File: config.mk
export PLATFORM = sky130hd
export DESIGN_NAME = request_tracking_ledger_unit
export DESIGN_NICKNAME = d
export VERILOG_FILES = /design/src/hw/rtl/rtlu_pkg.sv /design/src/hw/rtl/rtlu_ram.sv /design/src/hw/rtl/rtlu_ctrl.sv /design/src/hw/rtl/request_tracking_ledger_unit.sv
export VERILOG_INCLUDE_DIRS = /design/src /design/src/hw/rtl
export SDC_FILE = /design/constraint.sdc
export NUM_CORES = 1
export LEC_CHECK = 0
export ABC_AREA = 1
export BUFFER_PORTS_ARGS = -buffer_cell sky130_fd_sc_hd__buf_2
export CORE_ASPECT_RATIO = 0.6
export CORE_UTILIZATION = 40
export CTS_CLUSTER_SIZE = 10
export DETAILED_ROUTE_END_ITERATION = 7
export GPL_TIMING_DRIVEN = 0
export PLACE_DENSITY = 0.62
export SLEW_MARGIN = 40
export SYNTH_ARGS = -nofsm -noshare
export SYNTH_HDL_FRONTEND = slang
export SYNTH_SLANG_ARGS = --single-unit
File: constraint.sdc
create_clock -name clk -period 7.3 [get_ports clk]
set_input_delay 1.46 -clock clk [delete_from_list [all_inputs] [get_ports clk]]
set_output_delay 1.46 -clock clk [all_outputs]
set_load 0.02 [all_outputs]
File: src/hw/rtl/request_tracking_ledger_unit_assert.svh
// assertion helpers used by the ledger controller rtl
`ifndef REQUEST_TRACKING_LEDGER_UNIT_ASSERT_SVH
`define REQUEST_TRACKING_LEDGER_UNIT_ASSERT_SVH

// implication checked on every clock edge outside reset
`define RTLU_ASSERT_IMP(label, ante, cons) \
  label: assert property (@(posedge clk) disable iff (!rst_n) (ante) |-> (cons)) \
    else $error("ledger check failed");

// invariant checked on every clock edge outside reset
`define RTLU_ASSERT_ALW(label, cond) \
  label: assert property (@(posedge clk) disable iff (!rst_n) (cond)) \
    else $error("ledger invariant failed");

`endif

File: src/hw/rtl/rtlu_pkg.sv
package rtlu_pkg;

  localparam int SLOTS   = 16;
  localparam int IDX_W   = $clog2(SLOTS);
  localparam int CNT_W   = $clog2(SLOTS + 1);
  localparam int ID_W    = 32;
  localparam int EP_W    = 16;
  localparam int ENTRY_W = ID_W + 1;

  localparam logic [2:0] CMD_INIT     = 3'd0;
  localparam logic [2:0] CMD_RESET    = 3'd1;
  localparam logic [2:0] CMD_RESERVE  = 3'd2;
  localparam logic [2:0] CMD_COMMIT   = 3'd3;
  localparam logic [2:0] CMD_CANCEL   = 3'd4;
  localparam logic [2:0] CMD_COMPLETE = 3'd5;
  localparam logic [2:0] CMD_DRAIN    = 3'd6;

  localparam logic [1:0] M_UNINIT  = 2'd0;
  localparam logic [1:0] M_OPEN    = 2'd1;
  localparam logic [1:0] M_RETIRED = 2'd2;
  localparam logic [1:0] M_DRAIN   = 2'd3;

  localparam logic [3:0] ST_OK           = 4'd0;
  localparam logic [3:0] ST_INVALID      = 4'd1;
  localparam logic [3:0] ST_UNINIT       = 4'd2;
  localparam logic [3:0] ST_ALREADY      = 4'd3;
  localparam logic [3:0] ST_NOTDRAINED   = 4'd4;
  localparam logic [3:0] ST_EPOCHEX      = 4'd5;
  localparam logic [3:0] ST_DRAINING     = 4'd6;
  localparam logic [3:0] ST_SEQEX        = 4'd7;
  localparam logic [3:0] ST_FULL         = 4'd8;
  localparam logic [3:0] ST_STALE        = 4'd9;
  localparam logic [3:0] ST_OOO          = 4'd10;
  localparam logic [3:0] ST_REPLAY       = 4'd11;
  localparam logic [3:0] ST_NOTFOUND     = 4'd12;
  localparam logic [3:0] ST_NOTCOMMITTED = 4'd13;

  typedef struct packed {
    logic [3:0]      status;
    logic            key_valid;
    logic            direction;
    logic [EP_W-1:0] epoch;
    logic [ID_W-1:0] req_seq;
    logic            last;
  } res_t;

  typedef struct packed {
    logic [2:0]      command;
    logic            direction;
    logic [EP_W-1:0] epoch;
    logic [ID_W-1:0] req_seq;
  } cmd_t;

endpackage

File: src/hw/rtl/rtlu_ram.sv
module rtlu_ram #(
  parameter int WIDTH = 8,
  parameter int DEPTH = 16
) (
  input  logic                     clk,
  input  logic                     we,
  input  logic [$clog2(DEPTH)-1:0] waddr,
  input  logic [WIDTH-1:0]         wdata,
  input  logic [$clog2(DEPTH)-1:0] raddr,
  output logic [WIDTH-1:0]         rdata
);

  logic [WIDTH-1:0] mem [DEPTH];

  always_ff @(posedge clk) begin
    if (we) begin
      mem[waddr] <= wdata;
    end
    rdata <= mem[raddr];
  end

endmodule

File: src/hw/rtl/rtlu_ctrl.sv
`include "request_tracking_ledger_unit_assert.svh"

module rtlu_ctrl (
  input  logic           clk,
  input  logic           rst_n,
  input  logic           in_fire,
  input  rtlu_pkg::cmd_t in_cmd,
  input  logic           out_free,
  output logic           idle,
  output logic           push,
  output rtlu_pkg::res_t res
);

  localparam logic [1:0] S_IDLE = 2'd0;
  localparam logic [1:0] S_RSV  = 2'd1;
  localparam logic [1:0] S_RD   = 2'd2;
  localparam logic [1:0] S_EV   = 2'd3;

  localparam logic [rtlu_pkg::IDX_W-1:0] LAST_IDX = rtlu_pkg::IDX_W'(rtlu_pkg::SLOTS - 1);
  localparam logic [rtlu_pkg::ID_W-1:0]  ID_MAX   = '1;
  localparam logic [rtlu_pkg::EP_W-1:0]  EP_MAX   = '1;

  logic [1:0]                   state_r, state_nxt;
  logic [1:0]                   mode_r, mode_nxt;
  logic                         own_dir_r, own_dir_nxt;
  logic [rtlu_pkg::EP_W-1:0]    own_ep_r, own_ep_nxt;
  logic [rtlu_pkg::ID_W-1:0]    next_id_r, next_id_nxt;
  logic [rtlu_pkg::CNT_W-1:0]   live_r, live_nxt;
  logic [rtlu_pkg::IDX_W-1:0]   hint_r, hint_nxt;
  logic [rtlu_pkg::SLOTS-1:0]   vld_r, vld_nxt;
  logic [rtlu_pkg::IDX_W-1:0]   ptr_r, ptr_nxt;
  logic [rtlu_pkg::IDX_W-1:0]   cnt_r, cnt_nxt;
  logic [rtlu_pkg::CNT_W-1:0]   emit_r, emit_nxt;
  rtlu_pkg::cmd_t               cmd_r, cmd_nxt;

  logic                         we;
  logic [rtlu_pkg::IDX_W-1:0]   waddr;
  logic [rtlu_pkg::ENTRY_W-1:0] wdata;
  logic [rtlu_pkg::ENTRY_W-1:0] rdata;
  logic [rtlu_pkg::IDX_W-1:0]   ptr_inc;
  logic [3:0]                   key_st, miss_st;
  logic                         rd_com;
  logic [rtlu_pkg::ID_W-1:0]    rd_id;

  rtlu_ram #(.WIDTH(rtlu_pkg::ENTRY_W), .DEPTH(rtlu_pkg::SLOTS)) u_ram (
    .clk   (clk),
    .we    (we),
    .waddr (waddr),
    .wdata (wdata),
    .raddr (ptr_r),
    .rdata (rdata)
  );

  assign idle    = (state_r == S_IDLE);
  assign ptr_inc = (ptr_r == LAST_IDX) ? '0 : ptr_r + 1'b1;
  assign rd_com  = rdata[rtlu_pkg::ENTRY_W-1];
  assign rd_id   = rdata[rtlu_pkg::ID_W-1:0];

  // shared key checks on the incoming transaction
  always_comb begin
    priority if (mode_r == rtlu_pkg::M_UNINIT) key_st = rtlu_pkg::ST_UNINIT;
    else if (in_cmd.epoch == '0 || in_cmd.req_seq == '0) key_st = rtlu_pkg::ST_INVALID;
    else if (in_cmd.direction != own_dir_r || in_cmd.epoch != own_ep_r)
      key_st = rtlu_pkg::ST_STALE;
    else if (mode_r == rtlu_pkg::M_DRAIN) key_st = rtlu_pkg::ST_DRAINING;
    else key_st = rtlu_pkg::ST_OK;
  end

  always_comb begin
    priority if (mode_r == rtlu_pkg::M_RETIRED) miss_st = rtlu_pkg::ST_REPLAY;
    else if (cmd_r.req_seq < next_id_r) miss_st = rtlu_pkg::ST_REPLAY;
    else if (cmd_r.req_seq > next_id_r) miss_st = rtlu_pkg::ST_OOO;
    else miss_st = rtlu_pkg::ST_NOTFOUND;
  end

  always_comb begin
    state_nxt   = state_r;
    mode_nxt    = mode_r;
    own_dir_nxt = own_dir_r;
    own_ep_nxt  = own_ep_r;
    next_id_nxt = next_id_r;
    live_nxt    = live_r;
    hint_nxt    = hint_r;
    vld_nxt     = vld_r;
    ptr_nxt     = ptr_r;
    cnt_nxt     = cnt_r;
    emit_nxt    = emit_r;
    cmd_nxt     = cmd_r;
    we          = 1'b0;
    waddr       = ptr_r;
    wdata       = {1'b0, cmd_r.req_seq};
    push        = 1'b0;
    res         = '0;
    res.last    = 1'b1;

    unique case (state_r)
      S_IDLE: begin
        if (in_fire) begin
          cmd_nxt = in_cmd;
          push    = 1'b1;
          unique case (in_cmd.command)
            rtlu_pkg::CMD_INIT: begin
              priority if (mode_r != rtlu_pkg::M_UNINIT) res.status = rtlu_pkg::ST_ALREADY;
              else if (in_cmd.epoch == '0 || in_cmd.req_seq == '0)
                res.status = rtlu_pkg::ST_INVALID;
              else begin
                own_dir_nxt = in_cmd.direction;
                own_ep_nxt  = in_cmd.epoch;
                next_id_nxt = in_cmd.req_seq;
                mode_nxt    = rtlu_pkg::M_OPEN;
                res.status  = rtlu_pkg::ST_OK;
              end
            end
            rtlu_pkg::CMD_RESET: begin
              priority if (mode_r == rtlu_pkg::M_UNINIT) res.status = rtlu_pkg::ST_UNINIT;
              else if (mode_r != rtlu_pkg::M_DRAIN) res.status = rtlu_pkg::ST_NOTDRAINED;
              else if (in_cmd.epoch == '0 || in_cmd.req_seq == '0 ||
                       in_cmd.direction != own_dir_r) res.status = rtlu_pkg::ST_INVALID;
              else if (own_ep_r == EP_MAX) res.status = rtlu_pkg::ST_EPOCHEX;
              else if (in_cmd.epoch <= own_ep_r) res.status = rtlu_pkg::ST_STALE;
              else begin
                own_ep_nxt  = in_cmd.epoch;
                next_id_nxt = in_cmd.req_seq;
                live_nxt    = '0;
                hint_nxt    = '0;
                mode_nxt    = rtlu_pkg::M_OPEN;
                res.status  = rtlu_pkg::ST_OK;
              end
            end
            rtlu_pkg::CMD_RESERVE: begin
              priority if (key_st != rtlu_pkg::ST_OK) res.status = key_st;
              else if (mode_r == rtlu_pkg::M_RETIRED) res.status = rtlu_pkg::ST_SEQEX;
              else if (in_cmd.req_seq < next_id_r) res.status = rtlu_pkg::ST_REPLAY;
              else if (in_cmd.req_seq > next_id_r) res.status = rtlu_pkg::ST_OOO;
              else begin
                push      = 1'b0;
                ptr_nxt   = hint_r;
                cnt_nxt   = '0;
                state_nxt = S_RSV;
              end
            end
            rtlu_pkg::CMD_COMMIT, rtlu_pkg::CMD_CANCEL, rtlu_pkg::CMD_COMPLETE: begin
              if (key_st != rtlu_pkg::ST_OK) begin
                res.status = key_st;
              end else begin
                push      = 1'b0;
                ptr_nxt   = '0;
                state_nxt = S_RD;
              end
            end
            rtlu_pkg::CMD_DRAIN: begin
              priority if (mode_r == rtlu_pkg::M_UNINIT) res.status = rtlu_pkg::ST_UNINIT;
              else if (mode_r == rtlu_pkg::M_DRAIN) res.status = rtlu_pkg::ST_OK;
              else if (live_r == '0) begin
                res.status  = rtlu_pkg::ST_OK;
                vld_nxt     = '0;
                next_id_nxt = '0;
                hint_nxt    = '0;
                mode_nxt    = rtlu_pkg::M_DRAIN;
              end else begin
                push      = 1'b0;
                ptr_nxt   = '0;
                emit_nxt  = '0;
                state_nxt = S_RD;
              end
            end
            default: res.status = rtlu_pkg::ST_INVALID;
          endcase
        end
      end

      // round-robin walk over the valid bits from the hint
      S_RSV: begin
        if (out_free) begin
          if (!vld_r[ptr_r]) begin
            we               = 1'b1;
            vld_nxt[ptr_r]   = 1'b1;
            live_nxt         = live_r + 1'b1;
            hint_nxt         = ptr_inc;
            if (cmd_r.req_seq == ID_MAX) begin
              next_id_nxt = '0;
              mode_nxt    = rtlu_pkg::M_RETIRED;
            end else begin
              next_id_nxt = cmd_r.req_seq + 1'b1;
            end
            push       = 1'b1;
            res.status = rtlu_pkg::ST_OK;
            state_nxt  = S_IDLE;
          end else if (cnt_r == LAST_IDX) begin
            push       = 1'b1;
            res.status = rtlu_pkg::ST_FULL;
            state_nxt  = S_IDLE;
          end else begin
            ptr_nxt = ptr_inc;
            cnt_nxt = cnt_r + 1'b1;
          end
        end
      end

      S_RD: state_nxt = S_EV;

      S_EV: begin
        if (out_free) begin
          if (cmd_r.command == rtlu_pkg::CMD_DRAIN) begin
            if (vld_r[ptr_r]) begin
              push           = 1'b1;
              res.status     = rtlu_pkg::ST_OK;
              res.key_valid  = 1'b1;
              res.direction  = own_dir_r;
              res.epoch      = own_ep_r;
              res.req_seq    = rd_id;
              res.last       = (rtlu_pkg::CNT_W'(emit_r + 1'b1) == live_r);
              emit_nxt       = emit_r + 1'b1;
            end
            if (ptr_r == LAST_IDX) begin
              vld_nxt     = '0;
              next_id_nxt = '0;
              live_nxt    = '0;
              hint_nxt    = '0;
              mode_nxt    = rtlu_pkg::M_DRAIN;
              state_nxt   = S_IDLE;
            end else begin
              ptr_nxt   = ptr_inc;
              state_nxt = S_RD;
            end
          end else if (vld_r[ptr_r] && rd_id == cmd_r.req_seq) begin
            push      = 1'b1;
            state_nxt = S_IDLE;
            unique case (cmd_r.command)
              rtlu_pkg::CMD_COMMIT: begin
                if (rd_com) begin
                  res.status = rtlu_pkg::ST_REPLAY;
                end else begin
                  we             = 1'b1;
                  wdata          = {1'b1, cmd_r.req_seq};
                  res.status     = rtlu_pkg::ST_OK;
                  res.key_valid  = 1'b1;
                  res.direction  = cmd_r.direction;
                  res.epoch      = cmd_r.epoch;
                  res.req_seq    = cmd_r.req_seq;
                end
              end
              default: begin
                // cancel frees any live entry, complete needs it committed
                if (cmd_r.command == rtlu_pkg::CMD_COMPLETE && !rd_com) begin
                  res.status = rtlu_pkg::ST_NOTCOMMITTED;
                end else begin
                  vld_nxt[ptr_r] = 1'b0;
                  live_nxt       = live_r - 1'b1;
                  hint_nxt       = ptr_r;
                  res.status     = rtlu_pkg::ST_OK;
                end
              end
            endcase
          end else if (ptr_r == LAST_IDX) begin
            push       = 1'b1;
            res.status = miss_st;
            state_nxt  = S_IDLE;
          end else begin
            ptr_nxt   = ptr_inc;
            state_nxt = S_RD;
          end
        end
      end

      default: state_nxt = S_IDLE;
    endcase
  end

  always_ff @(posedge clk) begin
    if (!rst_n) begin
      state_r   <= S_IDLE;
      mode_r    <= rtlu_pkg::M_UNINIT;
      own_dir_r <= 1'b0;
      own_ep_r  <= '0;
      next_id_r <= '0;
      live_r    <= '0;
      hint_r    <= '0;
      vld_r     <= '0;
    end else begin
      state_r   <= state_nxt;
      mode_r    <= mode_nxt;
      own_dir_r <= own_dir_nxt;
      own_ep_r  <= own_ep_nxt;
      next_id_r <= next_id_nxt;
      live_r    <= live_nxt;
      hint_r    <= hint_nxt;
      vld_r     <= vld_nxt;
    end
  end

  always_ff @(posedge clk) begin
    ptr_r  <= ptr_nxt;
    cnt_r  <= cnt_nxt;
    emit_r <= emit_nxt;
    cmd_r  <= cmd_nxt;
  end

  `RTLU_ASSERT_ALW(a_live_matches_valid, $countones(vld_r) == 32'(live_r))
  `RTLU_ASSERT_IMP(a_push_has_room, push, out_free)
  `RTLU_ASSERT_IMP(a_eval_follows_read, state_r == S_EV && $past(state_r) != S_EV,
    $past(state_r) == S_RD)

endmodule

File: src/hw/rtl/request_tracking_ledger_unit.sv
// simple and rejected commands answer from idle; reserve walks the valid bits
// commit/cancel/complete/drain walk the slot memory entry by entry, read then evaluate
// one transaction at a time; drain emits one key per live slot
// the slot walk through the single-port-read memory sets how long a command takes
// reset (rst_n, synchronous, low) leaves the ledger uninitialized with every slot free
module request_tracking_ledger_unit (
  input  logic                      clk,
  input  logic                      rst_n,
  input  logic                      in_valid,
  output logic                      in_stall,
  input  logic [2:0]                in_command,
  input  logic                      in_key_direction,
  input  logic [rtlu_pkg::EP_W-1:0] in_key_epoch,
  input  logic [rtlu_pkg::ID_W-1:0] in_req_seq,
  output logic                      out_valid,
  input  logic                      out_stall,
  output logic [3:0]                out_status,
  output logic                      out_key_valid,
  output logic                      out_out_direction,
  output logic [rtlu_pkg::EP_W-1:0] out_out_epoch,
  output logic [rtlu_pkg::ID_W-1:0] out_out_req_seq,
  output logic                      out_last
);

  logic           idle, push, out_free, in_fire;
  logic           out_valid_r, out_valid_nxt;
  rtlu_pkg::res_t res, res_r;
  rtlu_pkg::cmd_t in_cmd;

  assign out_free = !out_valid_r || !out_stall;
  assign in_stall = !idle || !out_free;
  assign in_fire  = in_valid && !in_stall;

  assign in_cmd.command   = in_command;
  assign in_cmd.direction = in_key_direction;
  assign in_cmd.epoch     = in_key_epoch;
  assign in_cmd.req_seq   = in_req_seq;

  rtlu_ctrl u_ctrl (
    .clk      (clk),
    .rst_n    (rst_n),
    .in_fire  (in_fire),
    .in_cmd   (in_cmd),
    .out_free (out_free),
    .idle     (idle),
    .push     (push),
    .res      (res)
  );

  assign out_valid_nxt = push || (out_valid_r && out_stall);

  always_ff @(posedge clk) begin
    if (!rst_n) begin
      out_valid_r <= 1'b0;
    end else begin
      out_valid_r <= out_valid_nxt;
    end
  end

  always_ff @(posedge clk) begin
    if (push) begin
      res_r <= res;
    end
  end

  assign out_valid         = out_valid_r;
  assign out_status        = res_r.status;
  assign out_key_valid     = res_r.key_valid;
  assign out_out_direction = res_r.direction;
  assign out_out_epoch     = res_r.epoch;
  assign out_out_req_seq   = res_r.req_seq;
  assign out_last          = res_r.last;

endmodule

Word-level counts from Yosys, hierarchy flattened
Memories as Yosys holds them, arrays and structs flattened. A register that Yosys moved wholly into a read port is not among the register bits.
Index checks and enable logic that the tools add are counted.
Storage, ports and cells
  register bits after elaboration: 199
  memory bits (writable): 528
  output and inout port bits: 57
  logic and storage cells: 393
  memories kept: 1
Memory list
  u_ctrl.u_ram.mem: depth 16, width 33, rd ports 1, clocked after Yosys merged registers in 1, write ports 1, line rtlu_ram.sv:13  | logic [WIDTH-1:0] mem [DEPTH];
Operators by class
  $add $sub $neg: 6
  $lt $le $gt $ge: 7
  equality and inequality tests: 80
  muxes and demuxes: 228
  bitwise logic cells: 5
  reduce and logical (&&, ||, !) cells: 44
Operators by type and width (number)
  2-to-1 mux 32 bit: 17
  2-to-1 mux 16 bit: 20
  2-to-1 mux 4 bit: 68
  2-to-1 mux 33 bit: 6
  one-hot mux 32 bit (3 select lines): 2
  2-to-1 mux 50 bit: 3
  2-to-1 mux 5 bit: 23
  2-to-1 mux 2 bit: 34
  greater-than comparator 32 bit: 2
  less-than comparator 32 bit: 2
  2-to-1 mux 55 bit: 1
  2-to-1 mux 54 bit: 1
  2-to-1 mux 51 bit: 1
  inequality test 3 bit (second input constant): 16
  one-hot mux 16 bit (3 select lines): 1
  one-hot mux 4 bit (3 select lines): 4
  inequality test 2 bit (second input constant): 23
  AND reduction 18 bit: 2
  adder 32 x 1 -> 32 bit (second input constant): 1
  equality test 32 bit: 1
  equality test 32 bit (second input constant): 1
  zero test 32 bit: 1
  one-hot mux 16 bit (2 select lines): 1
  2-to-1 mux 1 bit: 30
  55 further kinds: 109

Longest topological paths before layout
  depth in word-level cells: 12
  gate-level depth with buffers: 20
  depth with buffers taken out: 20

Cells and area by module
From an unflattened synthesis, not the netlist that was laid out.
Unflattened totals
  cells, all modules: 3994
  area total of the unflattened synthesis: 36580.1 um^2
By module, submodules not included
  rtlu_ram: instances 1, cells an instance 2185, area each 23241.0 um^2, sequential area each 16515.8 um^2
  rtlu_ctrl: instances 1, cells an instance 1746, area each 11632.4 um^2, sequential area each 3513.4 um^2
  request_tracking_ledger_unit: instances 1, cells an instance 63, area each 1706.6 um^2, sequential area each 1671.6 um^2

Least setup slack after synthesis
Ideal clock, no wire load.
  path kind: input to register
  from: in out_stall
  to: mem u_ctrl.u_ram.mem[12][0] (netlist name), enable pin
  arrival time: 4.383 ns
  slack: 2.453 ns
  stages on the path: 7
  buffers on the path: 0
  path through: nand2_2 -> inv_1 -> nor2_1 -> inv_1 -> o21ai_0 -> o21ai_1 -> nor3_1
Between the ends
  longest elaborated chain between the ends: 6
  elaborated cells between the ends (all ways): 7
  those cells by class: 5 x mux; 2 x reduce/logical
RTL lines
  from (decl): line request_tracking_ledger_unit.sv:16  | input logic out_stall,
  zero test 1 bit (*): line request_tracking_ledger_unit.sv:30  | assign out_free = !out_valid_r || !out_stall;
  logical OR 1 bit (*): line request_tracking_ledger_unit.sv:30
  2-to-1 mux 1 bit (on tied branches): line rtlu_ctrl.sv:203, rtlu_ctrl.sv:174
  one-hot mux 1 bit (2 select lines) (*): line rtlu_ctrl.sv:96  | unique case (state_r)
  2-to-1 mux 1 bit (*): line rtlu_ram.sv:16  | if (we) begin
  2-to-1 mux 1 bit (not written as such) (*): line rtlu_ram.sv:17  | mem[waddr] <= wdata;
  to (decl): line rtlu_ram.sv:13
Every way passes the cells marked *; elsewhere a longest branch is shown, timed or not.

Worst setup path after layout
  from: reg u_ctrl.cmd_r[10] (netlist name)
  to: mem u_ctrl.u_ram.mem[12][8] (netlist name), enable pin
Between the ends
  longest elaborated chain between the ends: 8
RTL lines
  from (decl): line rtlu_ctrl.sv:34  | rtlu_pkg::cmd_t cmd_r, cmd_nxt;
  from (signal assigned): line rtlu_ctrl.sv:296  | cmd_r <= cmd_nxt;
  equality test 32 bit: line rtlu_ctrl.sv:226  | end else if (vld_r[ptr_r] && rd_id == cmd_r.req_seq) begin
  logical AND 1 bit: line rtlu_ctrl.sv:226
  2-to-1 mux 1 bit: line rtlu_ctrl.sv:226
  2-to-1 mux 1 bit: line rtlu_ctrl.sv:204  | if (cmd_r.command == rtlu_pkg::CMD_DRAIN) begin
  2-to-1 mux 1 bit: line rtlu_ctrl.sv:203  | if (out_free) begin
  one-hot mux 1 bit (2 select lines): line rtlu_ctrl.sv:96
  2-to-1 mux 1 bit: line rtlu_ram.sv:16
  2-to-1 mux 1 bit (not written as such): line rtlu_ram.sv:17
Every way passes these cells.

==> impl_metrics.tcl <==
set metrics [dict create \
    fillerInstances 7675 \
    mostFrequentLayoutCells "edfxtp_1 (648), nand2_1 (517), nor2_1 (497)" \
    layout_commonest_cell "edfxtp_1" \
    cts_root_buf "clkbuf_16" \
    ys.flop_type "edfxtp_1" \
    cts.path.max_buffers 3 \
    die_h_um 227 \
    crit_type "flip-flop to flip-flop" \
    area_growth_syn_to_layout_pct 16.6 \
    remaining_drc_errors 0 \
    worst_hold_path_type "flip-flop to flip-flop" \
    met2WireLength_um 41600 \
    grt_pass1_wl_um 165000 \
    relSlewSlack 0.388 \
    slew_violations 0 \
    vias 26600 \
    io_buffers 111 \
    dr.pass1.iters 6 \
    fin_cells 4679 \
    synthCells 3223 \
    rsz0062_at_grt "false" \
    post-route-period-util 0.633 \
    vdd_drop_max_uv 201 \
    fin_nets 3645 \
    cp.arrival_ns 5.00 \
    cts_tree "done" \
    cap_violations 0 \
    worstSetupStartpointType "flip-flop" \
    clk_pin_slew_worst_paths_ns 0.06 \
    die_x_um 378 \
    grt_usage 0.267 \
    postSynthAreaPerCell_um2 10.5 \
    cts_buffers 86 \
    synth_seq_cells 760 \
    rows 82 \
    h-tree-depth 3 \
    dp_hpwl_um 86300 \
    grt_max_degree 41 \
    fin_util 0.472 \
    synth_edf_count 648 \
    wl_met1_um 54400 \
    io_pins 113 \
    top_layer "met5" \
    synth_fp_nets 3375 \
    ant_nets 0 \
    dp_cells 4532 \
    fin_crit_ns 4.62 \
    p_leak_uw 0.0142 \
    drive_gt1_frac 0.111 \
    cts.hold.buffers_added 0 \
    grt-ovfl-total 0 \
    post_cts.repair.setup_buffers 0 \
    final-setup-viol-count 0 \
    worstPathRequired_ns 7.68 \
    tightestPinTransition_ns 0.918 \
    via_per_inst 5.69 \
    critPathCaptureType "flip-flop" \
    wl_per_cell_um 25.0 \
    wl_met3_um 19100 \
    cpPeakStageDelay_ns 0.77 \
    ys_warn_count 0 \
    syn_area_um2 33900 \
    wirelength_um 117000 \
    core_um2 83600 \
    power_density_nw_per_um2 309 \
    placed_area_um2 36900 \
    cts_sinks 760 \
    antenna_found_initial 5 \
    gp_congestion 0.951 \
    max_freq_mhz 216 \
    status "finished, final reports clean" \
    grt_pass1_vias 23300 \
    hold_violations 0 \
    finalInstanceArea_um2 39500 \
    die_area_um2 85900 \
    crit_fanout 18 \
    yosysSeqAreaShare 0.641 \
    async_flop_share 0 \
    drtIter0Drc 4457 \
    fin_skew_ns 0.0351 \
    crit_path_top_delay_cell "edfxtp_1" \
    crit_chain "clkbuf_1, xnor2_1, nand3_1, nor2_1, nand2_1, nor2_1, nand3_4, nor3_2, o21ai_2, nor3_2, buf_4, buf_2, buf_2" \
    yosysUniqueCellTypes 55 \
    worstSkewPairLatency_ns 0.68 \
    cts.repair.resized 0 \
    start_util 0.405 \
]
-- through the flow --
| step | power, uW | hold slack [ns] | setup TNS, ns | setup slack, ns |
|---|---|---|---|---|
| floorplan | 6970 | 0.441 | 0 | 2.45 |
| global placement | 8050 | 0.462 | -128.08 | -1.50 |
| detailed placement | 8140 | 0.472 | 0 | 2.67 |
| CTS | 12100 | 0.478 | 0 | 2.69 |
| global route | 12600 | 0.494 | 0 | 2.44 |
| finish | 12200 | 0.481 | 0 | 2.68 |
-- final cells by class --
type | instances | area (um^2) | share of cell area
plain buffers | 151 | 673 | 0.0170
clock buffers | 130 | 2320 | 0.0587
well taps | 1134 | 1420 | 0.0359
inverters | 239 | 901 | 0.0228
diodes | 1 | 2.50 | 0.0000634
clock inverters | 9 | 201 | 0.00510
flip-flops and latches | 760 | 21700 | 0.550
multi-input cells | 2073 | 10700 | 0.272
repair buffers | 182 | 1530 | 0.0388
-- report_power, final --
group	total [uW]	leakage [uW]	internal [uW]	switching [uW]
registers	5400	0.00679	5130	271
clock network	4010	0.00119	2200	1810
logic	2790	0.00626	768	2020
total	12200	0.0142	8100	4100
-- state kept, by name, indices dropped and copies added, names as in the netlist, 4 cells and up --
signal	flops
out_status	4
out_out_epoch	16
u_ctrl.u_ram.mem	528
u_ctrl.ptr_r	4
out_out_req_seq	32
u_ctrl.next_id_r	32
u_ctrl.emit_r	5
u_ctrl.own_ep_r	16
u_ctrl.vld_r	16
u_ctrl.hint_r	4
u_ctrl.u_ram.rdata	33
u_ctrl.cmd_r	52
u_ctrl.live_r	5
u_ctrl.cnt_r	4
-- cells in the mapped netlist, types with 2 or more instances --
master	number	area, um^2
o31ai_1	4	30.0
o32ai_1	5	43.8
or2_2	2	12.5
nand4_1	63	394
nand3_2	3	30.0
nor4b_1	2	17.5
nor2_4	2	22.5
a21oi_2	2	17.5
o21a_1	2	15.0
o21ai_0	369	1850
inv_2	7	26.3
clkinv_1	3	11.3
a21oi_1	95	475
buf_4	3	22.5
o21ai_1	16	80.1
nand2_1	517	1940
nand2_4	3	33.8
nor2_1	513	1930
buf_1	7	26.3
nor3_1	37	185
buf_2	25	125
nor3_2	6	60.1
o21bai_1	3	22.5
o21ai_2	4	35.0
o2111ai_1	3	26.3
clkbuf_1	109	409
o211ai_1	6	45.0
a21o_1	2	15.0
nor2_2	10	62.6
inv_1	228	856
nand3b_1	5	37.5
edfxtp_1	648	19500
xnor2_1	8	70.1
nand3_1	52	260
xor2_1	36	315
a22o_1	3	26.3
buf_6	7	78.8
dfxtp_1	112	2240
ha_1	96	1200
nand2_2	6	37.5
o22ai_1	169	1060
a211oi_1	10	75.1
nor4_1	8	50.1
-- final timing paths --
kind	start	end	slack, ns	depth (start not counted)
max	u_ctrl.cmd_r[10]$_DFFE_PP_	u_ctrl.u_ram.mem[12][8]$_DFFE_PP_	2.68	13
max reg2reg	u_ctrl.cmd_r[10]$_DFFE_PP_	u_ctrl.u_ram.mem[12][8]$_DFFE_PP_	2.68	13
min reg2reg	u_ctrl.vld_r[9]$_SDFFE_PN0P_	u_ctrl.vld_r[9]$_SDFFE_PN0P_	0.48	2
min	u_ctrl.vld_r[9]$_SDFFE_PN0P_	u_ctrl.vld_r[9]$_SDFFE_PN0P_	0.48	2
-- critical path: cells and delay by family, from the launching register on --
family / cells / cell delay, ns
simple gates: 7 / 1.89
flops: 1 / 0.77
buf+inv: 4 / 1.13
compound gates: 1 / 0.25
xor+xnor: 1 / 0.28
-- layer usage --
| layer | up-vias | track usage |
|---|---|---|
| met5 | - | 0 |
| met4 | 8 | 0.0479 |
| met3 | 131 | 0.0990 |
| met2 | 1773 | 0.314 |
| met1 | 12900 | 0.445 |
| li1 | 11900 | - |
-- cells by family (layout without fill, tap and decap cells) --
logic type	Yosys count	count (layout)	share of synthesized area
other cells	0	1	0
compound gates	699	699	0.114
simple gates	1234	1234	0.152
flops	760	760	0.641
fa+ha+maj	96	96	0.0355
buf+inv	390	711	0.0461
xor+xnor	44	44	0.0114
Power figures use the tool's default switching activity.
